File: config.mk
export PLATFORM = sky130hd
export DESIGN_NAME = send_rate_deadline_pacer_flat
export DESIGN_NICKNAME = d
export VERILOG_FILES = /design/src/rtl/srdp_pkg.sv /design/src/rtl/srdp_if.sv /design/src/rtl/send_rate_deadline_pacer.sv /design/src/rtl/srdp_dp.sv /design/src/rtl/srdp_ctrl.sv /design/src/flat_wrapper.sv
export VERILOG_INCLUDE_DIRS = /design/src /design/src/rtl
export SDC_FILE = /design/constraint.sdc
export NUM_CORES = 1
export LEC_CHECK = 0
export ABC_AREA = 1
export BUFFER_PORTS_ARGS = -buffer_cell sky130_fd_sc_hd__buf_2
export CAP_MARGIN = 20
export CORE_MARGIN = 2
export CORE_UTILIZATION = 46
export DETAILED_ROUTE_END_ITERATION = 10
export GPL_TIMING_DRIVEN = 0
export HOLD_SLACK_MARGIN = 0.08
export MAX_ROUTING_LAYER = met4
export PLACE_DENSITY_LB_ADDON = 0.25
export SYNTH_ARGS = -nofsm -noshare
export SYNTH_HDL_FRONTEND = slang
export SYNTH_SLANG_ARGS = --single-unit
File: constraint.sdc
create_clock -name clk -period 7.55 [get_ports clk]
set_input_delay 0.3775 -clock clk [delete_from_list [all_inputs] [get_ports clk]]
set_output_delay 0.3775 -clock clk [all_outputs]
set_load 0.01 [all_outputs]
File: src/rtl/send_rate_deadline_pacer_defines.svh
// Assertion macros shared by the send rate deadline pacer modules.
`ifndef SEND_RATE_DEADLINE_PACER_DEFINES_SVH
`define SEND_RATE_DEADLINE_PACER_DEFINES_SVH

// Check a property on every clock edge outside reset.
`define SRDP_CHECK(lbl, prop, msg) \
  lbl: assert property (@(posedge clk) disable iff (rst) prop) else $error(msg);

// Check that a condition never holds outside reset.
`define SRDP_NEVER(lbl, cond, msg) \
  lbl: assert property (@(posedge clk) disable iff (rst) !(cond)) else $error(msg);

`endif

File: src/rtl/srdp_pkg.sv
// Shared widths, codes and control types for the send rate deadline pacer.
package srdp_pkg;

  localparam int RATE_W        = 24;
  localparam int LEN_W         = 16;
  localparam int PEND_W        = 26;
  localparam int STATUS_W      = 2;
  localparam int TIME_BITS_DEF = 48;
  localparam int CNT_W         = $clog2(PEND_W);

  localparam logic [RATE_W-1:0]   RATE_RESET = RATE_W'(1000);
  localparam logic [9:0]          SCALE_MS   = 10'd1000;

  localparam logic [STATUS_W-1:0] ST_OK       = 2'd0;
  localparam logic [STATUS_W-1:0] ST_BUSY     = 2'd1;
  localparam logic [STATUS_W-1:0] ST_TOO_LONG = 2'd2;

  localparam logic ACT_SEND = 1'b0;
  localparam logic ACT_TICK = 1'b1;

  typedef struct packed {
    logic load;
    logic div_step;
    logic acc_step;
    logic add_step;
    logic emit;
  } srdp_cmd_t;

  typedef struct packed {
    logic tick;
    logic pend_nz;
  } srdp_stat_t;

endpackage

File: src/rtl/srdp_if.sv
// Request and response channel interfaces for the send rate deadline pacer.
interface srdp_req_if import srdp_pkg::*; #(
  parameter int TIME_BITS = TIME_BITS_DEF
) ();
  logic                 valid;
  logic                 ready;
  logic                 action;
  logic [LEN_W-1:0]     send_length;
  logic [TIME_BITS-1:0] prev_deadline_ms;
  logic [TIME_BITS-1:0] now_ms;

  modport source (output valid, action, send_length, prev_deadline_ms, now_ms,
                  input ready);
  modport sink   (input valid, action, send_length, prev_deadline_ms, now_ms,
                  output ready);
endinterface

interface srdp_rsp_if import srdp_pkg::*; #(
  parameter int TIME_BITS = TIME_BITS_DEF
) ();
  logic                 valid;
  logic                 ready;
  logic [STATUS_W-1:0]  status;
  logic                 released;
  logic [TIME_BITS-1:0] next_deadline_ms;

  modport source (output valid, status, released, next_deadline_ms, input ready);
  modport sink   (input valid, status, released, next_deadline_ms, output ready);
endinterface

File: src/rtl/send_rate_deadline_pacer.sv
// Send rate deadline pacer: grants sends and advances deadlines at a byte rate.
// Send request: load, then emit registers the result beat; new accepts only in idle.
// Tick with pending work: result beat after the load, the 26-step bit-serial divider,
//   one remainder update, one add and emit, which waits for the output; then idle.
// Tick without pending work: same timing as a send request.
// Reset (rst, synchronous): rate 1000, pending work and remainder zero, no result.
module send_rate_deadline_pacer import srdp_pkg::*; #(
  parameter int TIME_BITS = TIME_BITS_DEF
) (
  input  logic              clk,
  input  logic              rst,
  srdp_req_if.sink          req,
  srdp_rsp_if.source        rsp,
  input  logic              cfg_wr_en,
  input  logic [RATE_W-1:0] cfg_wr_data
);

  srdp_cmd_t  cmd;
  srdp_stat_t stat;
  logic       in_ready;
  logic       out_valid;

  assign req.ready = in_ready;
  assign rsp.valid = out_valid;

  srdp_ctrl u_ctrl (
    .clk       (clk),
    .rst       (rst),
    .in_valid  (req.valid),
    .in_ready  (in_ready),
    .out_valid (out_valid),
    .out_ready (rsp.ready),
    .stat      (stat),
    .cmd       (cmd)
  );

  srdp_dp #(
    .TIME_BITS (TIME_BITS)
  ) u_dp (
    .clk              (clk),
    .rst              (rst),
    .cfg_wr_en        (cfg_wr_en),
    .cfg_wr_data      (cfg_wr_data),
    .action           (req.action),
    .send_length      (req.send_length),
    .prev_deadline_ms (req.prev_deadline_ms),
    .now_ms           (req.now_ms),
    .cmd              (cmd),
    .stat             (stat),
    .status           (rsp.status),
    .released         (rsp.released),
    .next_deadline_ms (rsp.next_deadline_ms)
  );

endmodule

File: src/rtl/srdp_dp.sv
// Datapath: rate register, pending work, bit-serial divider, deadline adder.
`include "send_rate_deadline_pacer_defines.svh"

module srdp_dp import srdp_pkg::*; #(
  parameter int TIME_BITS = TIME_BITS_DEF
) (
  input  logic                 clk,
  input  logic                 rst,
  input  logic                 cfg_wr_en,
  input  logic [RATE_W-1:0]    cfg_wr_data,
  input  logic                 action,
  input  logic [LEN_W-1:0]     send_length,
  input  logic [TIME_BITS-1:0] prev_deadline_ms,
  input  logic [TIME_BITS-1:0] now_ms,
  input  srdp_cmd_t            cmd,
  output srdp_stat_t           stat,
  output logic [STATUS_W-1:0]  status,
  output logic                 released,
  output logic [TIME_BITS-1:0] next_deadline_ms
);

  logic [RATE_W-1:0]    rate;
  logic [PEND_W-1:0]    pending;
  logic [RATE_W-1:0]    rem_acc;
  logic [PEND_W-1:0]    quo;
  logic [RATE_W-1:0]    rem;
  logic                 carry;
  logic [TIME_BITS-1:0] base;
  logic [STATUS_W-1:0]  status_r;
  logic                 released_r;

  logic [RATE_W:0]      shifted;
  logic [RATE_W+1:0]    trial;
  logic [RATE_W:0]      acc_sum;
  logic                 acc_ge;
  logic [RATE_W:0]      acc_sub;
  logic [TIME_BITS-1:0] start;

  assign stat.tick    = (action == ACT_TICK);
  assign stat.pend_nz = (pending != '0);

  assign shifted = {rem, quo[PEND_W-1]};
  assign trial   = {1'b0, shifted} - {2'b00, rate};
  assign acc_sum = {1'b0, rem_acc} + {1'b0, rem};
  assign acc_ge  = (acc_sum >= {1'b0, rate});
  assign acc_sub = acc_sum - {1'b0, rate};
  assign start   = (prev_deadline_ms == '0) ? now_ms + TIME_BITS'(1) : prev_deadline_ms;

  always_ff @(posedge clk) begin
    if (rst) begin
      rate    <= RATE_RESET;
      pending <= '0;
      rem_acc <= '0;
    end else begin
      if (cfg_wr_en) begin
        rate <= (cfg_wr_data == '0) ? RATE_W'(1) : cfg_wr_data;
      end
      if (cmd.load) begin
        if (stat.tick) begin
          pending <= '0;
        end else if ((RATE_W'(send_length) <= rate) && !stat.pend_nz) begin
          pending <= PEND_W'(send_length) * PEND_W'(SCALE_MS);
        end
      end
      if (cmd.acc_step) begin
        rem_acc <= acc_ge ? acc_sub[RATE_W-1:0] : acc_sum[RATE_W-1:0];
      end
    end
  end

  always_ff @(posedge clk) begin
    if (cmd.load) begin
      quo        <= pending;
      rem        <= '0;
      released_r <= stat.tick && stat.pend_nz;
      if (stat.tick) begin
        base     <= start;
        status_r <= ST_OK;
      end else begin
        base <= '0;
        if (RATE_W'(send_length) > rate) begin
          status_r <= ST_TOO_LONG;
        end else if (stat.pend_nz) begin
          status_r <= ST_BUSY;
        end else begin
          status_r <= ST_OK;
        end
      end
    end
    if (cmd.div_step) begin
      if (!trial[RATE_W+1]) begin
        rem <= trial[RATE_W-1:0];
        quo <= {quo[PEND_W-2:0], 1'b1};
      end else begin
        rem <= shifted[RATE_W-1:0];
        quo <= {quo[PEND_W-2:0], 1'b0};
      end
    end
    if (cmd.acc_step) begin
      carry <= acc_ge;
    end
    if (cmd.add_step) begin
      base <= base + TIME_BITS'(quo) + TIME_BITS'(carry);
    end
    if (cmd.emit) begin
      status           <= status_r;
      released         <= released_r;
      next_deadline_ms <= base;
    end
  end

  `SRDP_CHECK(a_tick_clears_pending, (cmd.load && stat.tick) |=> (pending == '0), "tick left pending work")
  `SRDP_CHECK(a_div_rem_below_rate, cmd.div_step |-> (rem < rate), "divider remainder not below rate")

endmodule

File: src/rtl/srdp_ctrl.sv
// Controller: sequences accept, serial divide, remainder update, add and result beat.
`include "send_rate_deadline_pacer_defines.svh"

module srdp_ctrl import srdp_pkg::*; (
  input  logic       clk,
  input  logic       rst,
  input  logic       in_valid,
  output logic       in_ready,
  output logic       out_valid,
  input  logic       out_ready,
  input  srdp_stat_t stat,
  output srdp_cmd_t  cmd
);

  localparam logic [2:0] S_IDLE = 3'd0;
  localparam logic [2:0] S_DIV  = 3'd1;
  localparam logic [2:0] S_ACC  = 3'd2;
  localparam logic [2:0] S_ADD  = 3'd3;
  localparam logic [2:0] S_EMIT = 3'd4;

  localparam logic [CNT_W-1:0] CNT_LAST = CNT_W'(PEND_W - 1);

  logic [2:0]       state;
  logic [2:0]       state_next;
  logic [CNT_W-1:0] cnt;
  logic [CNT_W-1:0] cnt_next;
  logic             out_valid_next;

  assign in_ready = (state == S_IDLE);

  always_comb begin
    state_next     = state;
    cnt_next       = cnt;
    cmd            = '0;
    out_valid_next = out_valid && !out_ready;
    case (state)
      S_IDLE: begin
        if (in_valid) begin
          cmd.load = 1'b1;
          if (stat.tick && stat.pend_nz) begin
            state_next = S_DIV;
            cnt_next   = CNT_LAST;
          end else begin
            state_next = S_EMIT;
          end
        end
      end
      S_DIV: begin
        cmd.div_step = 1'b1;
        if (cnt == '0) begin
          state_next = S_ACC;
        end else begin
          cnt_next = cnt - CNT_W'(1);
        end
      end
      S_ACC: begin
        cmd.acc_step = 1'b1;
        state_next   = S_ADD;
      end
      S_ADD: begin
        cmd.add_step = 1'b1;
        state_next   = S_EMIT;
      end
      S_EMIT: begin
        if (!out_valid || out_ready) begin
          cmd.emit       = 1'b1;
          out_valid_next = 1'b1;
          state_next     = S_IDLE;
        end
      end
      default: begin
        state_next = S_IDLE;
      end
    endcase
  end

  always_ff @(posedge clk) begin
    if (rst) begin
      state     <= S_IDLE;
      cnt       <= '0;
      out_valid <= 1'b0;
    end else begin
      state     <= state_next;
      cnt       <= cnt_next;
      out_valid <= out_valid_next;
    end
  end

  `SRDP_CHECK(a_accept_leaves_idle, (in_valid && in_ready) |=> (state != S_IDLE), "accept stayed idle")
  `SRDP_CHECK(a_div_ends_in_acc, (state == S_DIV && cnt == '0) |=> (state == S_ACC), "divide overran")
  `SRDP_CHECK(a_emit_sets_valid, cmd.emit |=> out_valid, "result beat not presented")
  `SRDP_NEVER(a_emit_not_busy_slot, cmd.emit && out_valid && !out_ready, "result beat overwritten")

endmodule

File: src/flat_wrapper.sv
// flat-port wrapper written by rule: the top's interface ports become plain ports
module send_rate_deadline_pacer_flat import srdp_pkg::*;
#(
  parameter int TIME_BITS = TIME_BITS_DEF
)
  (clk, rst, cfg_wr_en, cfg_wr_data, req_valid, req_action, req_send_length, req_prev_deadline_ms, req_now_ms, req_ready, rsp_valid, rsp_status, rsp_released, rsp_next_deadline_ms, rsp_ready);
  srdp_req_if #(.TIME_BITS(TIME_BITS)) req_i ();
  srdp_rsp_if #(.TIME_BITS(TIME_BITS)) rsp_i ();
  input  logic clk;
  input  logic rst;
  input  logic cfg_wr_en;
  input  logic [RATE_W-1:0] cfg_wr_data;
  input wire logic [$bits(req_i.valid)-1:0] req_valid;
  input wire logic [$bits(req_i.action)-1:0] req_action;
  input wire logic [$bits(req_i.send_length)-1:0] req_send_length;
  input wire logic [$bits(req_i.prev_deadline_ms)-1:0] req_prev_deadline_ms;
  input wire logic [$bits(req_i.now_ms)-1:0] req_now_ms;
  output wire logic [$bits(req_i.ready)-1:0] req_ready;
  output wire logic [$bits(rsp_i.valid)-1:0] rsp_valid;
  output wire logic [$bits(rsp_i.status)-1:0] rsp_status;
  output wire logic [$bits(rsp_i.released)-1:0] rsp_released;
  output wire logic [$bits(rsp_i.next_deadline_ms)-1:0] rsp_next_deadline_ms;
  input wire logic [$bits(rsp_i.ready)-1:0] rsp_ready;
  assign req_i.valid = req_valid;
  assign req_i.action = req_action;
  assign req_i.send_length = req_send_length;
  assign req_i.prev_deadline_ms = req_prev_deadline_ms;
  assign req_i.now_ms = req_now_ms;
  assign req_ready = req_i.ready;
  assign rsp_valid = rsp_i.valid;
  assign rsp_status = rsp_i.status;
  assign rsp_released = rsp_i.released;
  assign rsp_next_deadline_ms = rsp_i.next_deadline_ms;
  assign rsp_i.ready = rsp_ready;
  send_rate_deadline_pacer #(.TIME_BITS(TIME_BITS)) u_core (.clk(clk), .rst(rst), .req(req_i), .rsp(rsp_i), .cfg_wr_en(cfg_wr_en), .cfg_wr_data(cfg_wr_data));
endmodule
==> metrics.txt <==
status finished clean; GRT overflow 0; synth unique cells 53; Mapped Area ~22,000 um^2; post-route cell area 24,500 um^2; sequential fraction of the synthesis area 28.6%; Slowest Stage Delay on Critical Path 0.41 ns; initial antenna violation count 1; area of the multi-input gates 13,500 um^2; Final Cycle Share 57.1%; TritonCTS clock tree built; Clock Skew 0.0145 ns; CTS H-Tree Depth 1; Post-CTS Resized 0; die width 221 um; Hold Path Stages 3; setup TNS 0 ns; WP data required approximately 8.0 ns; All-Layer GR Usage 29.8%; Initial Utilization around 47%; fill cell count between 4,000 and 5,000; ANT nets after route 0; worst-margin pin slew just over 1 ns; relative slew slack about a third; Syn Nets 3,491; smallest hold slack 0.0948 ns; Avg Cell Area, Syn 6.95 um^2; IO Count 195; critical register-to-register path startpoint u_core.u_dp.rem[0]$_SDFFCE_PN0P_; pin count of the biggest net entering global routing 39; Core Area 46,600 um^2; layout cells sized above 1 between 10 and 15%; Most common cell on crit path nand2_1; Root Driver clkbuf_16; initial drt markers roughly 1,900; RSZ-0062 raised after global routing false; row cnt just under 80; delay-heaviest family, CP simple AND/OR/NAND/NOR gates; setup slack, reg-to-reg 3.24 ns; Max clock buf depth 3; Max Fanout on Critical Path 10; final routed DRC violation total 0; Pleak 11.5 nW; first-pass GRT wire length between 100 and 150 mm; Worst-Skew Late Latency ~0.57 ns; Worst Hold Class in -> reg; number of port buffers 192; Max-Cap Viols 0; total die area about 50,000 um^2; crit path capture type flip-flop; hpwl dp 60.6 mm; Routed WL 71.9 mm; Die Y 221 um; vias post-DR around 21,000; average via count per standard cell 5.37; VDD IR max 0.249 mV; Worst R2R Path Depth 25; Final min period roughly 4.3 ns; clock sinks 233; pwr/cell area 368 nW/um^2; Post-Syn Instances about 3,100; Crit Path Category reg -> reg; Synth Register Bits 233; global placement routability congestion between 1 and 1.5; most common flop cell mapped by yosys edfxtp_1; Area Growth Syn to Fin 12.8%; Worst Path Buf+Inv 4; final core utilization 52.5%; FF+latch area around 6200 um^2; Setup Viol. Count Final 0; vias in the first global route 20,300; Worst Hold End u_core.u_dp.rate[18]$_SDFFE_PP0P_; Final Max Tran Viols 0; fmax about 230 MHz; cts bufs inserted 27; hold_sp cfg_wr_data[18]; arrival time at the worst endpoint 4.74 ns; FF-to-FF End u_core.u_dp.rem_acc[22]$_SDFFE_PP0N_; Wirelength per Cell 18.0 um; number of synthesis warnings 0; Worst setup SP type flip-flop; Fin. Hold Viols 0; Synth async-reset ratio 0%; DP Area 23,500 um^2; EDFF count, synth 153; Crit-path slowest cell edfxtp_1; Clock Pin Slew Worst Setup and Hold Paths 0.06 ns; Levels on crit path 25; Nets 3,729; DR pass1 iterations 6
-- worst max-delay path by stage --
stage                                     startpoint                                         end  slack [ns]
global placement                           rsp_ready  u_core.u_dp.next_deadline_ms[39]$_DFFE_PP_        2.87
floorplan                        req_send_length[10]        u_core.u_dp.pending[23]$_SDFFE_PP0P_        3.67
finish              u_core.u_dp.rem[0]$_SDFFCE_PN0P_        u_core.u_dp.rem_acc[22]$_SDFFE_PP0N_        3.24
global route        u_core.u_dp.rem[0]$_SDFFCE_PN0P_        u_core.u_dp.rem_acc[20]$_SDFFE_PP0N_        2.87
detailed placement               req_send_length[10]        u_core.u_dp.pending[25]$_SDFFE_PP0P_        3.13
CTS                 u_core.u_dp.rem[0]$_SDFFCE_PN0P_        u_core.u_dp.rem_acc[21]$_SDFFE_PP0N_        3.30
-- synthesized netlist by cell type (8+ instances only) --
master | n | area, um^2
nand4_1 | 58 | 363
nand3_2 | 23 | 230
xor2_1 | 58 | 508
nand3b_1 | 15 | 113
o21ai_1 | 9 | 45.0
inv_2 | 8 | 30.0
ha_1 | 168 | 2100
fa_1 | 59 | 1180
xnor2_1 | 36 | 315
nand3_1 | 182 | 911
buf_2 | 17 | 85.1
nand2_1 | 866 | 3250
inv_1 | 454 | 1700
o21a_1 | 8 | 60.1
o211ai_1 | 12 | 90.1
nor3_1 | 47 | 235
clkbuf_1 | 34 | 128
edfxtp_1 | 153 | 4590
a21oi_1 | 250 | 1250
o21ai_0 | 168 | 841
nor4_1 | 22 | 138
dfxtp_1 | 80 | 1600
nand2_2 | 16 | 100
nor2_1 | 289 | 1080
or2_2 | 10 | 62.6
-- layout by cell type, fill, tap and decap left out, types with 59 or more instances in the layout --
| cell type | instances |
|---|---|
| nand2_1 | 864 |
| o21ai_0 | 168 |
| buf_2 | 209 |
| ha_1 | 168 |
| dfxtp_1 | 80 |
| nand3_1 | 182 |
| nor2_1 | 289 |
| fa_1 | 59 |
| edfxtp_1 | 153 |
| a21oi_1 | 249 |
| inv_1 | 454 |
-- power breakdown --
part / switching, W / total [W] / internal (W)
clock: 0.000562 / 0.00125 / 0.000683
combinational: 0.00363 / 0.00557 / 0.00194
sequential: 0.000334 / 0.00220 / 0.00186
-- cell families (layout without fill, tap and decap cells) --
logic type | count (synthesis) | in the layout | synth area share [%]
AOI/OAI and AO/OA | 480 | 480 | 11.8
xor gates and xnor gates | 94 | 94 | 3.80
adders and majority gates | 227 | 227 | 15.1
buffers and inverters | 523 | 782 | 9.38
DFF | 233 | 233 | 28.6
other | 0 | 1 | 0
and+or+nand+nor | 1565 | 1565 | 31.4
-- what timing repair did --
item                      in CTS  in global routing
hold endpoints to repair      14                  0
setup buffers                  0                  0
hold buffers                  14                  0
-- through the flow --
stage	instances	total power (W)	setup WS (ns)
floorplan	3122	0.00619	3.67
CTS	3988	0.00897	3.30
global route	3989	0.00984	2.87
global placement	3921	0.00766	2.87
finish	3989	0.00901	3.24
detailed placement	3924	0.00770	3.13
-- worst register-to-register path, stage by stage (launching register included) --
cell      delay [ns]
edfxtp_1        0.41
ha_1            0.34
inv_1           0.10
fa_1            0.40
inv_1           0.15
nand3_1         0.10
nand2_2         0.17
nand2_1         0.07
nand2_1         0.16
xor2_1          0.29
inv_1           0.09
ha_1            0.35
nand2_1         0.14
nor2_2          0.18
nand2_1         0.11
nor2_1          0.10
nand2_1         0.13
nand2_1         0.09
nor2_1          0.05
nand2_2         0.08
nand2_4         0.10
nand2_8         0.12
buf_6           0.15
nand2_1         0.07
nand3_1         0.15
a21oi_1         0.08
-- cell type report --
cell class              instances  area share (%)
clock buffers                  32            2.93
flip-flops and latches        233            25.3
well taps                     607            3.11
diodes                          1          0.0102
multi-input cells            2366            55.1
clock inverters                18           0.471
plain buffers                  59            1.20
repair buffers                209            4.75
inverters                     464            7.12
-- sequential cells by signal, summed over array words and instances (netlist names), 2 cells and up --
signal,flops
u_core.u_dp.quo,26
u_core.u_dp.rem,24
u_core.u_ctrl.state,3
u_core.u_dp.rem_acc,24
u_core.u_dp.base,48
u_core.u_ctrl.cnt,5
u_core.u_dp.next_deadline_ms,48
u_core.u_dp.status_r,2
u_core.u_dp.pending,23
u_core.u_dp.rate,24
u_core.u_dp.status,2
-- per-layer routing --
metal	up-vias	part of all wire, %	track usage [%]
met5	-	0	-
met2	622	46	47.5
met3	122	5.3	2.31
met1	9969	46	40.4
li1	10700	-	-
met4	0	3.5	9.33
(Power assumes the default switching activity.)
